<file path="config.mk">
export PLATFORM = sky130hd
export DESIGN_NAME = ffha_ctrl
export DESIGN_NICKNAME = d
export VERILOG_FILES = /design/src/sv/ffha_pkg.sv /design/src/sv/ffha_ctrl.sv
export SDC_FILE = /design/constraint.sdc
export NUM_CORES = 1
export LEC_CHECK = 0
export ABC_AREA = 1
export BUFFER_PORTS_ARGS = -buffer_cell sky130_fd_sc_hd__buf_2
export CAP_MARGIN = 10
export CORE_UTILIZATION = 51
export CTS_CLUSTER_SIZE = 8
export DETAILED_ROUTE_END_ITERATION = 10
export MAX_ROUTING_LAYER = met4
export PLACE_DENSITY = 0.78
export SLEW_MARGIN = 5
export SYNTH_ARGS = -nofsm -noshare
export SYNTH_HDL_FRONTEND = slang
export SYNTH_SLANG_ARGS = --single-unit
</file>
<file path="constraint.sdc">
create_clock -name clk -period 2.46 [get_ports clk]
set_clock_uncertainty 0.15 [all_clocks]
set_input_delay 0.738 -clock clk [delete_from_list [all_inputs] [get_ports clk]]
set_output_delay 0.738 -clock clk [all_outputs]
set_load 0.01 [all_outputs]
</file>
<file path="src/sv/ffha_pkg.sv">
// Shared types, constants and helper functions of the first-fit heap allocator.
`timescale 1ns / 1ps
package ffha_pkg;

  localparam int MAX_BLOCKS   = 64;
  localparam int IDX_W        = $clog2(MAX_BLOCKS);
  localparam int CNT_W        = IDX_W + 1;
  localparam int HEADER_BYTES = 20;
  localparam int SPLIT_SLACK  = 32;
  localparam logic [31:0] RESET_BASE = 32'h0010_0000;
  localparam logic [31:0] RESET_SIZE = 32'h0010_0000;
  localparam int IN_W  = 72;
  localparam int OUT_W = 136;

  typedef enum logic [1:0] {
    OPC_INIT  = 2'd0,
    OPC_ALLOC = 2'd1,
    OPC_FREE  = 2'd2,
    OPC_NONE  = 2'd3
  } opc_t;

  typedef enum logic [1:0] {
    ST_DONE    = 2'd0,
    ST_ZERO    = 2'd1,
    ST_NOFIT   = 2'd2,
    ST_IGNORED = 2'd3
  } st_t;

  typedef enum logic {
    CFG_HEAP_BASE = 1'b0,
    CFG_HEAP_SIZE = 1'b1
  } cfg_idx_t;

  typedef struct packed {
    logic        used;
    logic [31:0] len;
    logic [31:0] off;
  } ent_t;

  typedef enum logic [4:0] {
    DP_NOP, DP_BOOT, DP_LOAD, DP_STAT, DP_INIT, DP_RD_IDX, DP_NEXT, DP_TAKE,
    DP_SH_INIT, DP_SH_RD, DP_SH_WR, DP_WR_SPLIT, DP_WR_ALLOC, DP_REL_MARK,
    DP_RD_KM1, DP_TAKE_PREV, DP_RD_KP1, DP_MERGE, DP_RM_RD, DP_RM_WR,
    DP_CNT_DEC, DP_WR_CUR, DP_OUT
  } dp_op_t;

  typedef struct packed {
    dp_op_t op;
    st_t    st;
  } dp_cmd_t;

  typedef struct packed {
    opc_t opc;
    logic req_zero;
    logic need_ovf;
    logic rel_zero;
    logic idx_end;
    logic hit;
    logic split_ok;
    logic j_gt_kp1;
    logic k_nz;
    logic rd_free;
    logic kp1_lt;
    logic jp1_lt;
    logic out_free;
  } dp_stat_t;

  typedef enum logic [4:0] {
    S_BOOT, S_IDLE, S_DECODE, S_INIT, S_SCAN_RD, S_SCAN_CHK, S_ALLOC_DEC,
    S_SH_RD, S_SH_WR, S_ALLOC_WR, S_REL_MARK, S_PRV_RD, S_PRV_CHK,
    S_MRG_RD, S_MRG_CHK, S_RM_RD, S_RM_WR, S_MRG_WR, S_DONE
  } state_t;

  function automatic logic [31:0] sat_add(input logic [31:0] a, input logic [31:0] b);
    logic [32:0] s;
    s = {1'b0, a} + {1'b0, b};
    return s[32] ? 32'hFFFF_FFFF : s[31:0];
  endfunction

  function automatic logic [31:0] sat_sub(input logic [31:0] a, input logic [31:0] b);
    return (a > b) ? (a - b) : 32'd0;
  endfunction

endpackage

</file>
<file path="src/sv/ffha_ctrl.sv">
// Controller state machine that sequences scans, shifts and merges.
`timescale 1ns / 1ps
module ffha_ctrl import ffha_pkg::*; (
  input  logic     clk,
  input  logic     rst,
  input  logic     in_valid,
  output logic     in_ready,
  input  dp_stat_t stat,
  output dp_cmd_t  cmd
);

  state_t state, state_next;

  always_ff @(posedge clk) begin
    if (rst) begin
      state <= S_BOOT;
    end else begin
      state <= state_next;
    end
  end

  always_comb begin
    state_next = state;
    case (state)
      S_BOOT: state_next = S_IDLE;
      S_IDLE: if (in_valid) state_next = S_DECODE;
      S_DECODE: begin
        case (stat.opc)
          OPC_INIT:  state_next = S_INIT;
          OPC_ALLOC: state_next = (stat.req_zero || stat.need_ovf) ? S_DONE : S_SCAN_RD;
          OPC_FREE:  state_next = stat.rel_zero ? S_DONE : S_SCAN_RD;
          default:   state_next = S_DONE;
        endcase
      end
      S_INIT: state_next = S_DONE;
      S_SCAN_RD: state_next = stat.idx_end ? S_DONE : S_SCAN_CHK;
      S_SCAN_CHK: begin
        if (!stat.hit) begin
          state_next = S_SCAN_RD;
        end else if (stat.opc == OPC_ALLOC) begin
          state_next = S_ALLOC_DEC;
        end else begin
          state_next = S_REL_MARK;
        end
      end
      S_ALLOC_DEC: state_next = stat.split_ok ? S_SH_RD : S_ALLOC_WR;
      S_SH_RD: state_next = stat.j_gt_kp1 ? S_SH_WR : S_ALLOC_WR;
      S_SH_WR: state_next = S_SH_RD;
      S_ALLOC_WR: state_next = S_DONE;
      S_REL_MARK: state_next = stat.k_nz ? S_PRV_RD : S_MRG_RD;
      S_PRV_RD: state_next = S_PRV_CHK;
      S_PRV_CHK: state_next = S_MRG_RD;
      S_MRG_RD: state_next = stat.kp1_lt ? S_MRG_CHK : S_MRG_WR;
      S_MRG_CHK: state_next = stat.rd_free ? S_RM_RD : S_MRG_WR;
      S_RM_RD: state_next = stat.jp1_lt ? S_RM_WR : S_MRG_RD;
      S_RM_WR: state_next = S_RM_RD;
      S_MRG_WR: state_next = S_DONE;
      S_DONE: if (stat.out_free) state_next = S_IDLE;
      default: state_next = S_IDLE;
    endcase
  end

  always_comb begin
    cmd.op   = DP_NOP;
    cmd.st   = ST_IGNORED;
    in_ready = 1'b0;
    case (state)
      S_BOOT: cmd.op = DP_BOOT;
      S_IDLE: begin
        in_ready = 1'b1;
        if (in_valid) cmd.op = DP_LOAD;
      end
      S_DECODE: begin
        case (stat.opc)
          OPC_INIT: cmd.op = DP_NOP;
          OPC_ALLOC: begin
            if (stat.req_zero) begin
              cmd.op = DP_STAT;
              cmd.st = ST_ZERO;
            end else if (stat.need_ovf) begin
              cmd.op = DP_STAT;
              cmd.st = ST_NOFIT;
            end
          end
          OPC_FREE: begin
            if (stat.rel_zero) cmd.op = DP_STAT;
          end
          default: cmd.op = DP_STAT;
        endcase
      end
      S_INIT: cmd.op = DP_INIT;
      S_SCAN_RD: begin
        if (stat.idx_end) begin
          cmd.op = DP_STAT;
          cmd.st = (stat.opc == OPC_ALLOC) ? ST_NOFIT : ST_IGNORED;
        end else begin
          cmd.op = DP_RD_IDX;
        end
      end
      S_SCAN_CHK: cmd.op = stat.hit ? DP_TAKE : DP_NEXT;
      S_ALLOC_DEC: if (stat.split_ok) cmd.op = DP_SH_INIT;
      S_SH_RD: cmd.op = stat.j_gt_kp1 ? DP_SH_RD : DP_WR_SPLIT;
      S_SH_WR: cmd.op = DP_SH_WR;
      S_ALLOC_WR: cmd.op = DP_WR_ALLOC;
      S_REL_MARK: cmd.op = DP_REL_MARK;
      S_PRV_RD: cmd.op = DP_RD_KM1;
      S_PRV_CHK: if (stat.rd_free) cmd.op = DP_TAKE_PREV;
      S_MRG_RD: if (stat.kp1_lt) cmd.op = DP_RD_KP1;
      S_MRG_CHK: if (stat.rd_free) cmd.op = DP_MERGE;
      S_RM_RD: cmd.op = stat.jp1_lt ? DP_RM_RD : DP_CNT_DEC;
      S_RM_WR: cmd.op = DP_RM_WR;
      S_MRG_WR: cmd.op = DP_WR_CUR;
      S_DONE: if (stat.out_free) cmd.op = DP_OUT;
      default: cmd.op = DP_NOP;
    endcase
  end

endmodule

</file>
Word-level counts from Yosys, hierarchy flattened --
Index checks and enable logic that the tools add are counted.
Operators by class: mux-type cells 35, eq/ne operators 22, reduce and logical (&&, ||, !) cells 5
Operator list (number):
- $pmux W5 S19 | 1
- $pmux W5 S16 | 1
- $mux W5 | 11
- $eq A5 B4 Y1 const B | 8
- $pmux W5 S3 | 2
- $mux W4 | 6
- $eq A5 B3 Y1 const B | 4
- $eq A5 B5 Y1 const B | 3
- $eq A5 B2 Y1 const B | 2
- $mux W3 | 3
- $mux W2 | 4
- $mux W7 | 1
- $eq A5 B1 Y1 const B | 1
- $logic_not A5 Y1 | 1
- $mux W1 | 5
- $ne A2 B2 Y1 const B | 2
- $pmux W2 S2 | 1
- $reduce_or A3 Y1 | 1
- $eq A2 B1 Y1 const B | 1
- $eq A2 B2 Y1 const B | 1
- $logic_not A2 Y1 | 1
- $reduce_and A2 Y1 | 1
- $logic_or A1 B1 Y1 | 1
Storage, ports and cells: bits of input ports 17, flip-flop bits (word level) 5, output and inout port bits 8, logic and storage cells 63

Logic depth before layout (Yosys ltp) --
word-level depth 4, depth in mapped cells 11, mapped depth without buffers 10

Worst setup path after synthesis --
Ideal clock, no wire load.
path kind input -> output, from input port stat[13] (netlist name), to output port cmd[3] (netlist name), stages on the path 6, slack 275 ps, required time 1572 ps, arrival 1297 ps, buffers on the path 0, cells stage by stage inv_1 > o21ai_0 > nand3_2 > nand3_1 > nor2_1 > nand3_1
RTL lines:
- start, declared | RTL line ffha_ctrl.sv:8 | input dp_stat_t stat,
- end, declared | RTL line ffha_ctrl.sv:9 | output dp_cmd_t cmd

==> results.cfg <==
[route]
drc = 0
drt_iter0_markers = 156
routedWlPerCell_um = 17.4
drt-total-wl_um = 4020
ant_nets = 0
viasPerCell = 6.57
dr.pass1.iters = 7
vias = 1518

[place]
post-dp-hpwl_um = 2490
place_congestion = 1.01
port-buffer-count = 24
place_ws_ps = 29.8

[power_and_ir_drop]
p_leak_nw = 0.728
power.share.sequential = 0.170
power_mw = 1.17
internal-power_uw = 517
swShare = 0.560
p_sw_uw = 657
p_comb_frac = 0.743
p_per_area_nw_per_um2 = 921
peakVddDrop_mv = 0.801
p_clk_frac = 0.087

[worst_hold_path]
hold_depth = 2
hold_path_class = input pin to flop

[grt]
grt_max_degree = 16
grt_util_all_layers = 0.379
grt_pass1_vias = 1150
grt.overflow.total = 0
grt_pass1_wl_um = 5210
antenna_found_initial = 0

[floorplanning]
rows = 14
start_util = 0.567
boundaryPins = 25
die_y_um = 43.9
die_area_um2 = 1930
coreArea_um2 = 1580
die_w_um = 43.9

[layout]
area_growth_pct = 42.5
nNetsFinal = 233
final_cell_mix = 33 x nand2_1, 26 x nand3_1, 26 x nor2_1
n_fill_cell = 95
drive_gt1_frac = 0.372
largest_reg_flops = 5
largest_register = state
diodes = 0
seq_area_um2 = 116
final_common_cell = nand2_1
reg_top3 = state (5)
multi_input_area_um2 = 744

[sta]
finalWorstSetupSlack_ps = -91.7
final_hold_viol_count = 0
max_freq_mhz = 392
worst_pin_slew_ps = 305
relSlewSlack = 0.795
fin_tns_setup_ps = -156
rsz0062_at_grt = true
setup_viol = 4
maxSlewViolCount = 0
finalCritPeriodShare = 1.04
min_period_ps = 2550

[outcome]
violations = setup timing
status = finished with violations

[clock_network]
cts.sinks = 5
cts.clk_slew.worst_paths_ps = 60
cts_root_buf = clkbuf_4
cts.path.max_buffers = 2
htree_levels = 1
hold_buffers = 0
clk_latency_ps = 260
cts_buffers = 3
cts_tree = yes

[synthesis]
synth_compound_area_frac = 0.0965
synth_fp_nets = 190
synth_cell_type_count = 18
synth_top_family_by_area = simple AND/OR/NAND/NOR gates
synth-adder-area-share = 0
avgSynthCellArea_um2 = 5.17
ys_warn_count = 0
netlist_area_um2 = 895
synth-simple-area-share = 0.643
synth_cells = 173
ys_seq_elements = 5
muxShareOfSynthArea = 0
synth-xor-area-share = 0
ys_seq_area_frac = 0.112

[job]
drv_cap = 0

[critical_path]
cp_max_fo = 6
startpoint_type = flop
critPathArrivalTime_ps = 1660
crit_type = flop to output port
worst_setup_path_end_kind = output port
cp.required_ps = 1570
reg2reg_depth = 9
## critical path, stage by stage (launching register included)
cell,delay [ps]
dfxtp_4,420
inv_2,80
nor2_1,210
nand3_2,160
inv_2,120
nand3_2,90
nand3_1,90
nor2_1,50
nand3_1,80
buf_2,130
## final timing paths
check / startpoint / endpoint / slack, ps
max: state[1] / cmd[3] / -90
min: rst / state[2] / 570
max reg2reg: state[1] / state[0] / 570
min reg2reg: state[3] / state[1] / 660
## routing by layer
layer,share of wire,track usage,vias up
met2,0.42,0.558,166
met3,0.15,0.0750,59
li1,-,-,654
met1,0.34,0.500,639
met5,0,-,-
met4,0.094,0.164,0
## repair_timing
item	CTS	global route
buffers inserted	0	10
endpoints found under the setup margin	4	5
pin swaps	1	7
resized for setup	18	19
endpoints found under the hold margin	0	0
## kinds of logic (layout without fill, tap and decap cells)
logic type             after synthesis  after routing
AO/OA/AOI/OAI                       16             16
flip-flops                           5              5
buffers and inverters               33             75
AND/OR/NAND/NOR                    119            119
## synth_stat cells
master | number | area (µm²)
buf_6 | 1 | 11.3
a21oi_1 | 4 | 20.0
a311oi_1 | 1 | 8.76
o21ai_1 | 3 | 15.0
nand4_1 | 8 | 50.1
inv_1 | 27 | 101
nor2_2 | 5 | 31.3
inv_2 | 4 | 15.0
nor4_2 | 1 | 12.5
nand3_2 | 8 | 80.1
nand2_1 | 40 | 150
nor2_1 | 27 | 101
dfxtp_1 | 5 | 100
nand3_1 | 27 | 135
buf_2 | 1 | 5.00
nor3_1 | 3 | 15.0
a31oi_1 | 2 | 12.5
o21ai_0 | 6 | 30.0
## layout make-up
class,instances,area share
repair buffers,40,0.191
flip-flops and latches,5,0.0913
well taps,16,0.0157
multi-input cells,135,0.584
clock buffers,4,0.0206
inverters,31,0.0972
## power by group through the flow
stage	sequential, mW	clock (mW)	combinational (mW)
after floorplan	0.133	0	0.454
after detailed placement	0.152	0	0.642
after CTS	0.172	0.0969	0.686
final	0.199	0.102	0.873
after global placement	0.151	0	0.637
after global routing	0.201	0.108	0.920
## through the flow
step | hold WS, ps | instance area (µm²) | util | std cells
after floorplan | 476 | 895 | - | 173
after global placement | 665 | 1060 | 0.675 | 217
after detailed placement | 680 | 1060 | 0.675 | 217
after CTS | 567 | 1140 | 0.726 | 221
after global routing | 563 | 1270 | 0.809 | 231
final | 571 | 1270 | 0.809 | 231
(Power assumes the default switching activity.)
